===== config.mk =====
export PLATFORM = sky130hd
export DESIGN_NAME = ir_distance_linearizer_flat
export DESIGN_NICKNAME = d
export VERILOG_FILES = /design/src/rtl/irdl_pkg.sv /design/src/rtl/irdl_if.sv /design/src/rtl/irdl_datapath.sv /design/src/rtl/ir_distance_linearizer.sv /design/src/flat_wrapper.sv
export VERILOG_INCLUDE_DIRS = /design/src /design/src/rtl
export SDC_FILE = /design/constraint.sdc
export NUM_CORES = 2
export LEC_CHECK = 0
export BUFFER_PORTS_ARGS = -buffer_cell sky130_fd_sc_hd__buf_2
export CORE_ASPECT_RATIO = 0.8
export CORE_MARGIN = 2
export CORE_UTILIZATION = 59
export DETAILED_ROUTE_END_ITERATION = 7
export PLACE_DENSITY = 0.79
export RECOVER_POWER = 25
export SLEW_MARGIN = 25
export SYNTH_ARGS = -nofsm -noshare
export SYNTH_HDL_FRONTEND = slang
export SYNTH_SLANG_ARGS = --single-unit

===== constraint.sdc =====
create_clock -name clk -period 7.3 [get_ports clk]
set_input_delay 2.19 -clock clk [delete_from_list [all_inputs] [get_ports clk]]
set_output_delay 2.19 -clock clk [all_outputs]
set_load 0.03 [all_outputs]

===== src/rtl/ir_distance_linearizer_defines.svh =====
// Assertion helpers for the IR distance linearizer.
// Both expect signals named clk and rst in the scope where they are used.
`ifndef IR_DISTANCE_LINEARIZER_DEFINES_SVH
`define IR_DISTANCE_LINEARIZER_DEFINES_SVH

// Same-cycle implication, disabled during reset.
`define IRDL_ASSERT_IMP(label, cond, expr, msg) \
  label: assert property (@(posedge clk) disable iff (rst) (cond) |-> (expr)) \
    else $error(msg);

// Next-cycle implication, disabled during reset.
`define IRDL_ASSERT_NXT(label, cond, expr, msg) \
  label: assert property (@(posedge clk) disable iff (rst) (cond) |=> (expr)) \
    else $error(msg);

`endif


===== src/rtl/irdl_pkg.sv =====
package irdl_pkg;

  localparam int SAMPLE_BITS_DEF = 12;

  localparam int CODE_W     = 12;
  localparam int DIST_W     = 16;
  localparam int FAULT_W    = 2;
  localparam int VOLT_W     = 16;
  localparam int ACC_W      = 24;
  localparam int MUL_B_W    = VOLT_W + 1;
  localparam int PROD_W     = ACC_W + MUL_B_W;
  localparam int FRAC_SHIFT = 14;
  localparam int OUT_SHIFT  = 4;
  localparam int COEF_N     = 4;
  localparam int COEF_IDX_W = $clog2(COEF_N);
  localparam int STEP_W     = 4;

  // 3.3 V full scale and segment boundaries, all unsigned Q2.14.
  localparam logic [VOLT_W-1:0] VREF_Q14 = 16'd54067;
  localparam logic [VOLT_W-1:0] TH_FLAT  = 16'd36536;
  localparam logic [VOLT_W-1:0] TH_CUBIC = 16'd8519;
  localparam logic [VOLT_W-1:0] TH_QUAD  = 16'd3932;

  localparam logic [CODE_W-1:0] LOW_LIMIT_RST  = 12'd15;
  localparam logic [CODE_W-1:0] HIGH_LIMIT_RST = 12'd4000;

  typedef enum logic [0:0] {
    REG_LOW_LIMIT  = 1'b0,
    REG_HIGH_LIMIT = 1'b1
  } cfg_reg_t;

  typedef enum logic [1:0] {
    SEG_QUAD_LO = 2'd0,
    SEG_QUAD_HI = 2'd1,
    SEG_CUBIC   = 2'd2,
    SEG_FLAT    = 2'd3
  } seg_t;

  // Every segment runs as a cubic; shorter polynomials get leading zeros,
  // and the flat segment is the constant 1.0 in Q.12.
  localparam logic signed [ACC_W-1:0] COEF [4][COEF_N] = '{
    '{24'sd0,       24'sd3824271, -24'sd1792451, 24'sd292082},
    '{24'sd0,       24'sd259056,  -24'sd336642,  24'sd146391},
    '{-24'sd14785,  24'sd76427,   -24'sd136536,  24'sd92324},
    '{24'sd0,       24'sd0,        24'sd0,       24'sd4096}
  };

  typedef logic [STEP_W-1:0] step_t;

  localparam step_t STEP_IDLE = 4'd0;
  localparam step_t STEP_EMIT = 4'd10;

  typedef enum logic [2:0] {
    MUL_NONE,
    MUL_VOLT_F,
    MUL_VOLT_B,
    MUL_ACC_F,
    MUL_ACC_B
  } mul_sel_t;

  typedef enum logic [2:0] {
    WB_NONE,
    WB_VOLT_F,
    WB_VOLT_B,
    WB_HORNER_F,
    WB_HORNER_B
  } wb_sel_t;

  typedef enum logic [1:0] {
    JMP_NEXT,
    JMP_GOTO,
    JMP_ACCEPT,
    JMP_EMIT
  } jmp_t;

  typedef struct packed {
    mul_sel_t                mul;
    wb_sel_t                 wb;
    logic [COEF_IDX_W-1:0]   coef_idx;
    jmp_t                    jmp;
    step_t                   target;
  } ucode_t;

  function automatic seg_t seg_of(input logic [VOLT_W-1:0] v);
    seg_t s;
    if (v > TH_FLAT) begin
      s = SEG_FLAT;
    end else if (v > TH_CUBIC) begin
      s = SEG_CUBIC;
    end else if (v > TH_QUAD) begin
      s = SEG_QUAD_HI;
    end else begin
      s = SEG_QUAD_LO;
    end
    return s;
  endfunction

  // Control store. The multiplier result of one step is consumed by the
  // write-back of the next, so the two channels alternate on the multiplier.
  function automatic ucode_t ucode_rom(input step_t s);
    ucode_t w;
    w = '{mul: MUL_NONE, wb: WB_NONE, coef_idx: '0, jmp: JMP_NEXT, target: STEP_IDLE};
    unique case (s)
      4'd0: begin
        w.jmp    = JMP_ACCEPT;
        w.target = STEP_EMIT;
      end
      4'd1: begin
        w.mul = MUL_VOLT_F;
      end
      4'd2: begin
        w.mul = MUL_VOLT_B;
        w.wb  = WB_VOLT_F;
      end
      4'd3: begin
        w.mul = MUL_ACC_F;
        w.wb  = WB_VOLT_B;
      end
      4'd4: begin
        w.mul      = MUL_ACC_B;
        w.wb       = WB_HORNER_F;
        w.coef_idx = 2'd1;
      end
      4'd5: begin
        w.mul      = MUL_ACC_F;
        w.wb       = WB_HORNER_B;
        w.coef_idx = 2'd1;
      end
      4'd6: begin
        w.mul      = MUL_ACC_B;
        w.wb       = WB_HORNER_F;
        w.coef_idx = 2'd2;
      end
      4'd7: begin
        w.mul      = MUL_ACC_F;
        w.wb       = WB_HORNER_B;
        w.coef_idx = 2'd2;
      end
      4'd8: begin
        w.mul      = MUL_ACC_B;
        w.wb       = WB_HORNER_F;
        w.coef_idx = 2'd3;
      end
      4'd9: begin
        w.wb       = WB_HORNER_B;
        w.coef_idx = 2'd3;
      end
      4'd10: begin
        w.jmp    = JMP_EMIT;
        w.target = STEP_IDLE;
      end
      default: begin
        w.jmp    = JMP_GOTO;
        w.target = STEP_IDLE;
      end
    endcase
    return w;
  endfunction

endpackage


===== src/rtl/irdl_if.sv =====
interface irdl_in_if;
  import irdl_pkg::*;
  logic              valid;
  logic              ready;
  logic [CODE_W-1:0] front_sample;
  logic [CODE_W-1:0] back_sample;
  logic              conversion_ok;
  modport source(output valid, front_sample, back_sample, conversion_ok, input ready);
  modport sink(input valid, front_sample, back_sample, conversion_ok, output ready);
endinterface

interface irdl_out_if;
  import irdl_pkg::*;
  logic                     valid;
  logic                     ready;
  logic [CODE_W-1:0]        front_code;
  logic signed [DIST_W-1:0] front_distance;
  logic [CODE_W-1:0]        back_code;
  logic signed [DIST_W-1:0] back_distance;
  logic [FAULT_W-1:0]       fault_bits;
  logic                     status;
  modport source(output valid, front_code, front_distance, back_code, back_distance,
                 fault_bits, status, input ready);
  modport sink(input valid, front_code, front_distance, back_code, back_distance,
               fault_bits, status, output ready);
endinterface

interface irdl_cfg_if;
  import irdl_pkg::*;
  logic              valid;
  logic              ready;
  cfg_reg_t          index;
  logic [CODE_W-1:0] data;
  modport source(output valid, index, data, input ready);
  modport sink(input valid, index, data, output ready);
endinterface


===== src/rtl/irdl_datapath.sv =====
module irdl_datapath #(
  parameter int SAMPLE_BITS = irdl_pkg::SAMPLE_BITS_DEF
) (
  input  logic                               clk,
  input  irdl_pkg::ucode_t                   uc,
  input  logic [irdl_pkg::CODE_W-1:0]        code_f,
  input  logic [irdl_pkg::CODE_W-1:0]        code_b,
  output logic signed [irdl_pkg::DIST_W-1:0] dist_f,
  output logic signed [irdl_pkg::DIST_W-1:0] dist_b
);
  import irdl_pkg::*;

  localparam logic signed [PROD_W-1:0] VOLT_HALF    = PROD_W'(1) << (SAMPLE_BITS - 1);
  localparam logic signed [PROD_W-1:0] RND_UP       = PROD_W'(1) << (FRAC_SHIFT - 1);
  localparam logic signed [PROD_W-1:0] RND_DN       = RND_UP - PROD_W'(1);
  localparam logic signed [ACC_W-1:0]  OUT_RND_UP   = ACC_W'(1) << (OUT_SHIFT - 1);
  localparam logic signed [ACC_W-1:0]  OUT_RND_DN   = OUT_RND_UP - ACC_W'(1);
  localparam int                       D8_W         = ACC_W - OUT_SHIFT;
  localparam logic signed [D8_W-1:0]   DIST_MAX     = D8_W'(32767);
  localparam logic signed [D8_W-1:0]   DIST_MIN     = -D8_W'(32768);

  logic signed [ACC_W-1:0]   mul_a;
  logic signed [MUL_B_W-1:0] mul_b;
  logic signed [PROD_W-1:0]  prod;
  logic signed [PROD_W-1:0]  volt_sum;
  logic [VOLT_W-1:0]         vq;
  seg_t                      vq_seg;
  logic signed [PROD_W-1:0]  rnd_sum;
  logic signed [ACC_W-1:0]   rnd;

  logic [VOLT_W-1:0]       v_f;
  logic [VOLT_W-1:0]       v_b;
  seg_t                    seg_f;
  seg_t                    seg_b;
  logic signed [ACC_W-1:0] acc_f;
  logic signed [ACC_W-1:0] acc_b;

  // Q.12 to Q.8 with round half away from zero, then clamp to 16 bits.
  function automatic logic signed [DIST_W-1:0] to_dist(input logic signed [ACC_W-1:0] a);
    logic signed [ACC_W-1:0] s;
    logic signed [D8_W-1:0]  d;
    logic signed [D8_W-1:0]  c;
    s = a + (a[ACC_W-1] ? OUT_RND_DN : OUT_RND_UP);
    d = s[ACC_W-1:OUT_SHIFT];
    if (d > DIST_MAX) begin
      c = DIST_MAX;
    end else if (d < DIST_MIN) begin
      c = DIST_MIN;
    end else begin
      c = d;
    end
    return c[DIST_W-1:0];
  endfunction

  always_comb begin
    unique case (uc.mul)
      MUL_VOLT_F: begin
        mul_a = ACC_W'(code_f);
        mul_b = MUL_B_W'(VREF_Q14);
      end
      MUL_VOLT_B: begin
        mul_a = ACC_W'(code_b);
        mul_b = MUL_B_W'(VREF_Q14);
      end
      MUL_ACC_F: begin
        mul_a = acc_f;
        mul_b = {1'b0, v_f};
      end
      MUL_ACC_B: begin
        mul_a = acc_b;
        mul_b = {1'b0, v_b};
      end
      default: begin
        mul_a = '0;
        mul_b = '0;
      end
    endcase
  end

  always_ff @(posedge clk) begin
    prod <= mul_a * mul_b;
  end

  // Voltage: round(code * Vref / 2^SAMPLE_BITS), always below 2^16.
  assign volt_sum = prod + VOLT_HALF;
  assign vq       = volt_sum[SAMPLE_BITS +: VOLT_W];
  assign vq_seg   = seg_of(vq);

  // Negative values add one less so the shift rounds half away from zero.
  assign rnd_sum = prod + (prod[PROD_W-1] ? RND_DN : RND_UP);
  assign rnd     = rnd_sum[FRAC_SHIFT +: ACC_W];

  always_ff @(posedge clk) begin
    unique case (uc.wb)
      WB_VOLT_F: begin
        v_f   <= vq;
        seg_f <= vq_seg;
        acc_f <= COEF[vq_seg][uc.coef_idx];
      end
      WB_VOLT_B: begin
        v_b   <= vq;
        seg_b <= vq_seg;
        acc_b <= COEF[vq_seg][uc.coef_idx];
      end
      WB_HORNER_F: begin
        acc_f <= rnd + COEF[seg_f][uc.coef_idx];
      end
      WB_HORNER_B: begin
        acc_b <= rnd + COEF[seg_b][uc.coef_idx];
      end
      default: begin
      end
    endcase
  end

  assign dist_f = to_dist(acc_f);
  assign dist_b = to_dist(acc_b);

endmodule


===== src/rtl/ir_distance_linearizer.sv =====
// Two-channel IR distance linearizer.
// The sample channel carries one front and one back converter code plus a
// flag that both conversions succeeded; each transaction yields exactly one
// transaction on the result channel with both codes, both distances in cm
// (signed Q7.8), the fault bits and a status bit.
// The cfg channel writes the low and high fault limits; it is always ready
// and should be used only while no sample is in flight.
// A sample is taken in the idle step of a microcoded sequencer and its
// result is registered at the emit step, after the program has run on the
// single shared multiplier: one voltage and three Horner products per
// channel, each followed by a rounding write-back. Only then is the next
// sample taken. A failed conversion skips the arithmetic and goes straight
// to the emit step. The result register holds while the receiver stalls;
// the next sample is still taken and worked on, and the sequencer waits
// only at its final step until the register is free.
// Reset returns the sequencer to idle, clears the result valid and the fault
// bits, and sets the limits to 15 and 4000.
`include "ir_distance_linearizer_defines.svh"

module ir_distance_linearizer #(
  parameter int SAMPLE_BITS = irdl_pkg::SAMPLE_BITS_DEF
) (
  input logic         clk,
  input logic         rst,
  irdl_in_if.sink     sample,
  irdl_out_if.source  result,
  irdl_cfg_if.sink    cfg
);
  import irdl_pkg::*;

  localparam logic [CODE_W-1:0] CODE_MASK =
    (SAMPLE_BITS >= CODE_W) ? {CODE_W{1'b1}} : CODE_W'((1 << SAMPLE_BITS) - 1);

  step_t  step;
  step_t  step_next;
  ucode_t uc;
  logic   accept;
  logic   out_free;

  logic [CODE_W-1:0]  low_limit;
  logic [CODE_W-1:0]  high_limit;
  logic [FAULT_W-1:0] fault_reg;
  logic [CODE_W-1:0]  in_code_f;
  logic [CODE_W-1:0]  in_code_b;
  logic [CODE_W-1:0]  code_f;
  logic [CODE_W-1:0]  code_b;
  logic               conv_ok;

  logic signed [DIST_W-1:0] dist_f;
  logic signed [DIST_W-1:0] dist_b;

  assign uc           = ucode_rom(step);
  assign sample.ready = (uc.jmp == JMP_ACCEPT);
  assign accept       = sample.valid && sample.ready;
  assign out_free     = !result.valid || result.ready;
  assign cfg.ready    = 1'b1;

  assign in_code_f = sample.front_sample & CODE_MASK;
  assign in_code_b = sample.back_sample & CODE_MASK;

  always_comb begin
    unique case (uc.jmp)
      JMP_NEXT: step_next = step + step_t'(1);
      JMP_GOTO: step_next = uc.target;
      JMP_ACCEPT: begin
        if (!accept) begin
          step_next = step;
        end else if (sample.conversion_ok) begin
          step_next = step + step_t'(1);
        end else begin
          step_next = uc.target;
        end
      end
      JMP_EMIT: step_next = out_free ? uc.target : step;
    endcase
  end

  always_ff @(posedge clk) begin
    if (rst) begin
      step <= STEP_IDLE;
    end else begin
      step <= step_next;
    end
  end

  always_ff @(posedge clk) begin
    if (rst) begin
      low_limit  <= LOW_LIMIT_RST;
      high_limit <= HIGH_LIMIT_RST;
    end else if (cfg.valid && cfg.ready) begin
      unique case (cfg.index)
        REG_LOW_LIMIT:  low_limit  <= cfg.data;
        REG_HIGH_LIMIT: high_limit <= cfg.data;
      endcase
    end
  end

  // A failed conversion leaves the fault bits as they were.
  always_ff @(posedge clk) begin
    if (rst) begin
      fault_reg <= '0;
    end else if (accept && sample.conversion_ok) begin
      fault_reg[0] <= (in_code_f < low_limit) || (in_code_f >= high_limit);
      fault_reg[1] <= (in_code_b < low_limit) || (in_code_b >= high_limit);
    end
  end

  always_ff @(posedge clk) begin
    if (accept) begin
      code_f  <= in_code_f;
      code_b  <= in_code_b;
      conv_ok <= sample.conversion_ok;
    end
  end

  irdl_datapath #(
    .SAMPLE_BITS(SAMPLE_BITS)
  ) u_datapath (
    .clk    (clk),
    .uc     (uc),
    .code_f (code_f),
    .code_b (code_b),
    .dist_f (dist_f),
    .dist_b (dist_b)
  );

  always_ff @(posedge clk) begin
    if (rst) begin
      result.valid <= 1'b0;
    end else if (uc.jmp == JMP_EMIT && out_free) begin
      result.valid <= 1'b1;
    end else if (result.ready) begin
      result.valid <= 1'b0;
    end
  end

  always_ff @(posedge clk) begin
    if (uc.jmp == JMP_EMIT && out_free) begin
      result.front_code     <= conv_ok ? code_f : '0;
      result.back_code      <= conv_ok ? code_b : '0;
      result.front_distance <= conv_ok ? dist_f : '0;
      result.back_distance  <= conv_ok ? dist_b : '0;
      result.fault_bits     <= fault_reg;
      result.status         <= !conv_ok;
    end
  end

  `IRDL_ASSERT_NXT(a_ok_starts_program, accept && sample.conversion_ok,
                   step == STEP_IDLE + step_t'(1), "good sample did not start the program")
  `IRDL_ASSERT_NXT(a_fail_skips, accept && !sample.conversion_ok,
                   step == STEP_EMIT, "failed conversion did not go to the emit step")
  `IRDL_ASSERT_NXT(a_emit_holds, step == STEP_EMIT && result.valid && !result.ready,
                   step == STEP_EMIT, "sequencer left the emit step while the result stalled")
  `IRDL_ASSERT_IMP(a_fail_zero, result.valid && result.status,
                   result.front_distance == '0 && result.back_distance == '0,
                   "failed conversion reported a nonzero distance")

endmodule

===== src/flat_wrapper.sv =====
// flat-port wrapper written by rule: the top's interface ports become plain ports
module ir_distance_linearizer_flat import irdl_pkg::*;
#(
  parameter int SAMPLE_BITS = irdl_pkg::SAMPLE_BITS_DEF
)
  (clk, rst, sample_valid, sample_front_sample, sample_back_sample, sample_conversion_ok, sample_ready, result_valid, result_front_code, result_front_distance, result_back_code, result_back_distance, result_fault_bits, result_status, result_ready, cfg_valid, cfg_index, cfg_data, cfg_ready);
  irdl_in_if sample_i ();
  irdl_out_if result_i ();
  irdl_cfg_if cfg_i ();
  input logic clk;
  input logic rst;
  input wire logic [$bits(sample_i.valid)-1:0] sample_valid;
  input wire logic [$bits(sample_i.front_sample)-1:0] sample_front_sample;
  input wire logic [$bits(sample_i.back_sample)-1:0] sample_back_sample;
  input wire logic [$bits(sample_i.conversion_ok)-1:0] sample_conversion_ok;
  output wire logic [$bits(sample_i.ready)-1:0] sample_ready;
  output wire logic [$bits(result_i.valid)-1:0] result_valid;
  output wire logic [$bits(result_i.front_code)-1:0] result_front_code;
  output wire logic [$bits(result_i.front_distance)-1:0] result_front_distance;
  output wire logic [$bits(result_i.back_code)-1:0] result_back_code;
  output wire logic [$bits(result_i.back_distance)-1:0] result_back_distance;
  output wire logic [$bits(result_i.fault_bits)-1:0] result_fault_bits;
  output wire logic [$bits(result_i.status)-1:0] result_status;
  input wire logic [$bits(result_i.ready)-1:0] result_ready;
  input wire logic [$bits(cfg_i.valid)-1:0] cfg_valid;
  input wire logic [$bits(cfg_i.index)-1:0] cfg_index;
  input wire logic [$bits(cfg_i.data)-1:0] cfg_data;
  output wire logic [$bits(cfg_i.ready)-1:0] cfg_ready;
  assign sample_i.valid = sample_valid;
  assign sample_i.front_sample = sample_front_sample;
  assign sample_i.back_sample = sample_back_sample;
  assign sample_i.conversion_ok = sample_conversion_ok;
  assign sample_ready = sample_i.ready;
  assign result_valid = result_i.valid;
  assign result_front_code = result_i.front_code;
  assign result_front_distance = result_i.front_distance;
  assign result_back_code = result_i.back_code;
  assign result_back_distance = result_i.back_distance;
  assign result_fault_bits = result_i.fault_bits;
  assign result_status = result_i.status;
  assign result_i.ready = result_ready;
  assign cfg_i.valid = cfg_valid;
  assign cfg_i.index = cfg_index;
  assign cfg_i.data = cfg_data;
  assign cfg_ready = cfg_i.ready;
  ir_distance_linearizer #(.SAMPLE_BITS(SAMPLE_BITS)) u_core (.clk(clk), .rst(rst), .sample(sample_i), .result(result_i), .cfg(cfg_i));
endmodule

==> run metrics <==
max-cap viol count=0; synthesized net count=3,830; final setup fails=10; Fillers=3,340; fin util=73.26%; Fin. Hold Viols=0; switching share of power=51.85%; number of port buffers=103; Reg power frac=13.5%; crit-path max cell delay=590 ps; nets@finish=4,251; yosys warns=0; H-tree levels=1; worst reg-to-reg setup slack=-150 ps; layout cells sized above 1=22.30%; failing checks=negative setup slack; drt total wl=99,740 um; Avg Cell Area, Syn=9.110 sq um; final setup TNS=-652.7 ps; max reg flops=39; Tcrit/Tclk final=102.0%; die height=202.1 um; Largest regs=u_core.u_datapath.prod x39, u_core.u_datapath.acc_b x24, u_core.u_datapath.acc_f x24; first-pass GRT wire length=150,100 um; status=complete, but fails checks; fmax=134.2 MHz; CTS Root Cell=clkbuf_16; routed wl met3=13,670 um; initial drt markers=3,139; final worst slack=-149.5 ps; maximum net fanout on the critical path=10; critical setup path kind=reg -> reg; post-synthesis cell area=28,940 sq um; Clock Latency Late Sink=550 ps; post-synthesis register bit count=238; combinational share of power=79.7%; clock skew=12.35 ps; Pwr Density=506.3 nW/um^2; Initial Utilization=59.83%; Worst Tran Pin Value=1222 ps; number of synthesized flops with an enable pin=168; path type of the worst min-delay path=reg -> reg; drt first pass iters=7; most used flip-flop cell after synthesis=edfxtp_1; WP data arrival=7870 ps; CP required=7720 ps; Pint=0.008640 W; minimum clock period=7449 ps; DRC Markers=0; Rows=72; Clock Tree Buf Depth=3; Met2 Routed Length=42,680 um; storage element area=6451 sq um; Final HPWL DP=79,470 um; fin. max-slew vios=0; clock-pin slew reported for the worst setup and hold paths after clock tree synthesis=70 ps; vias=25,869; synth top area cells=fa_1 (26%), edfxtp_1 (17%), ha_1 (10%); routed vias/inst=6.091; CP dominant cell by count=fa_1; initial antenna violation count=3; sw power=0.009304 W; Die X=251.6 um; maximum vdd drop=0.4701 mV; pre-CTS setup slack=-582.0 ps; total congestion overflow=0; Lkg Pwr=16.39 nW; Clock Power Share=6.9%; Final ANT Viol Nets=0; Largest Register=u_core.u_datapath.prod; Tot GR Track Use=39.02%; Post-Synthesis Cells=3,177; Multi-input gate area=21,030 sq um; core area=48,380 sq um; Worst Setup Start Kind=register; Num CTS Buffers=23; Final Wtd Congestion=1.074; die area=50,850 sq um; Hold WS=451.6 ps; DR top layer=met5; metal1 wirelength=39,740 um; Synth area leader=fa_1; Area Overhead vs Synth=22.46%; post-synth cell types=93; RSZ-0062 raised after global routing=yes; # IOs=105; largest net degree at the start of global routing=60; sequential area share after synthesis=22.27%; mean routed wirelength per cell=23.49 um; crit path capture type=register; TritonCTS clock tree=built; Final Cell Area=35,440 sq um; worst rel slew slack=18.53%; async set-reset flop share out of synthesis=0%; clock sink count=238; number of global-route vias before repair=25,684; slowest cell on the critical path=fa_1; post-synth top area share=26.22%; Post-DP Area=33,010 sq um
-- cell families (layout without fill, tap and decap cells) --
logic type                 after synthesis  after routing  synth area share (%)
and+or+nand+nor                        937            937                 14.51
muxes                                   12             12                0.4237
other                                    1              4               0.01296
AOI/OAI and AO/OA                      574            574                 13.34
xor gates and xnor gates               143            143                 4.475
DFF                                    238            238                 22.27
adders and majority gates              610            610                 36.20
buffers and inverters                  662           1100                 8.763
-- path summary, 6_finish.rpt --
kind,start,cells past startpoint,end
setup / recovery,u_core.step[0],32,u_core.u_datapath.prod[33]
setup reg to reg,u_core.step[0],32,u_core.u_datapath.prod[33]
hold reg to reg,u_core.fault_reg[1],0,u_core.result.fault_bits[1]
hold / removal,u_core.fault_reg[1],0,u_core.result.fault_bits[1]
-- cell type report --
cell class | instances | area share (%)
inverter | 533 | 5.666
antenna | 3 | 0.02118
timing repair buffer | 525 | 12.44
sequential | 238 | 18.20
clock buffer | 30 | 1.755
multi-input combinational | 2277 | 59.32
tap | 629 | 2.220
clock inverter | 12 | 0.3707
-- stage by stage --
| stage | cells | power (W) |
|---|---|---|
| finish | 4247 | 0.01794 |
| global route | 4244 | 0.01891 |
| CTS | 4214 | 0.01630 |
| detailed placement | 4137 | 0.01440 |
| global placement | 4136 | 0.01417 |
| floorplan | 3177 | 0.009090 |
-- timing repair --
item / in CTS / in global routing
gates cloned: 3 / 1
gates resized for setup: 120 / 160
setup buffers: 33 / 33
pin swaps: 37 / 59
hold buffers: 0 / 0
setup endpoints to repair: 21 / 24
-- power groups by stage --
stage	registers, W	clock network (W)	logic, W
after floorplan	0.00224	0	0.00685
after global placement	0.00238	0	0.0118
after detailed placement	0.00240	0	0.0120
after CTS	0.00238	0.00123	0.0127
after global routing	0.00243	0.00128	0.0152
final	0.00241	0.00123	0.0143
-- cell usage after synthesis, drive strengths merged (9+ instances only) --
cell / instances
o21a: 30
o21bai: 13
fa: 379
a21oi: 138
a221o: 22
inv: 533
edfxtp: 168
or2: 18
a22o: 30
nor3: 32
a21o: 42
nor4: 9
a211oi: 20
nor2b: 16
a22oi: 24
nand3: 46
o31ai: 11
a221oi: 23
nand2: 373
buf: 25
ha: 231
mux2i: 10
nand4: 16
or3: 12
o211ai: 14
o22ai: 13
o21ai: 133
clkbuf: 104
and2: 45
nand2b: 22
nor2: 304
dfxtp: 70
and3: 16
xnor2: 89
xor2: 52
-- layout by cell type, fill, tap and decap left out, types with 26 or more instances in the layout --
cell type and count:
a21o_1 42, a21oi_1 117, and2_1 27, buf_12 42
buf_2 103, buf_4 340, buf_6 34, dfxtp_1 68
edfxtp_1 168, fa_1 363, ha_1 211, inv_1 503
inv_2 28, nand2_1 357, nand3_1 45, nor2_1 286
nor3_1 26, o21a_1 28, o21ai_0 115, xnor2_1 83
xor2_1 50
-- worst max-delay path: cells and delay by family (launching register included) --
family          cells  cell delay, ps
simple gates        3             400
fa+ha+maj           8            3400
xor+xnor            1             170
buf+inv            11            1260
flops               1             360
compound gates      9            1690
-- metal layers --
| metal | vias up | track usage [%] |
|---|---|---|
| met5 | - | 0 |
| met4 | 2 | 11.42 |
| met3 | 298 | 13.61 |
| met2 | 1617 | 57.12 |
| met1 | 12684 | 54.90 |
| li1 | 11268 | - |
Power figures use the tool's default switching activity.
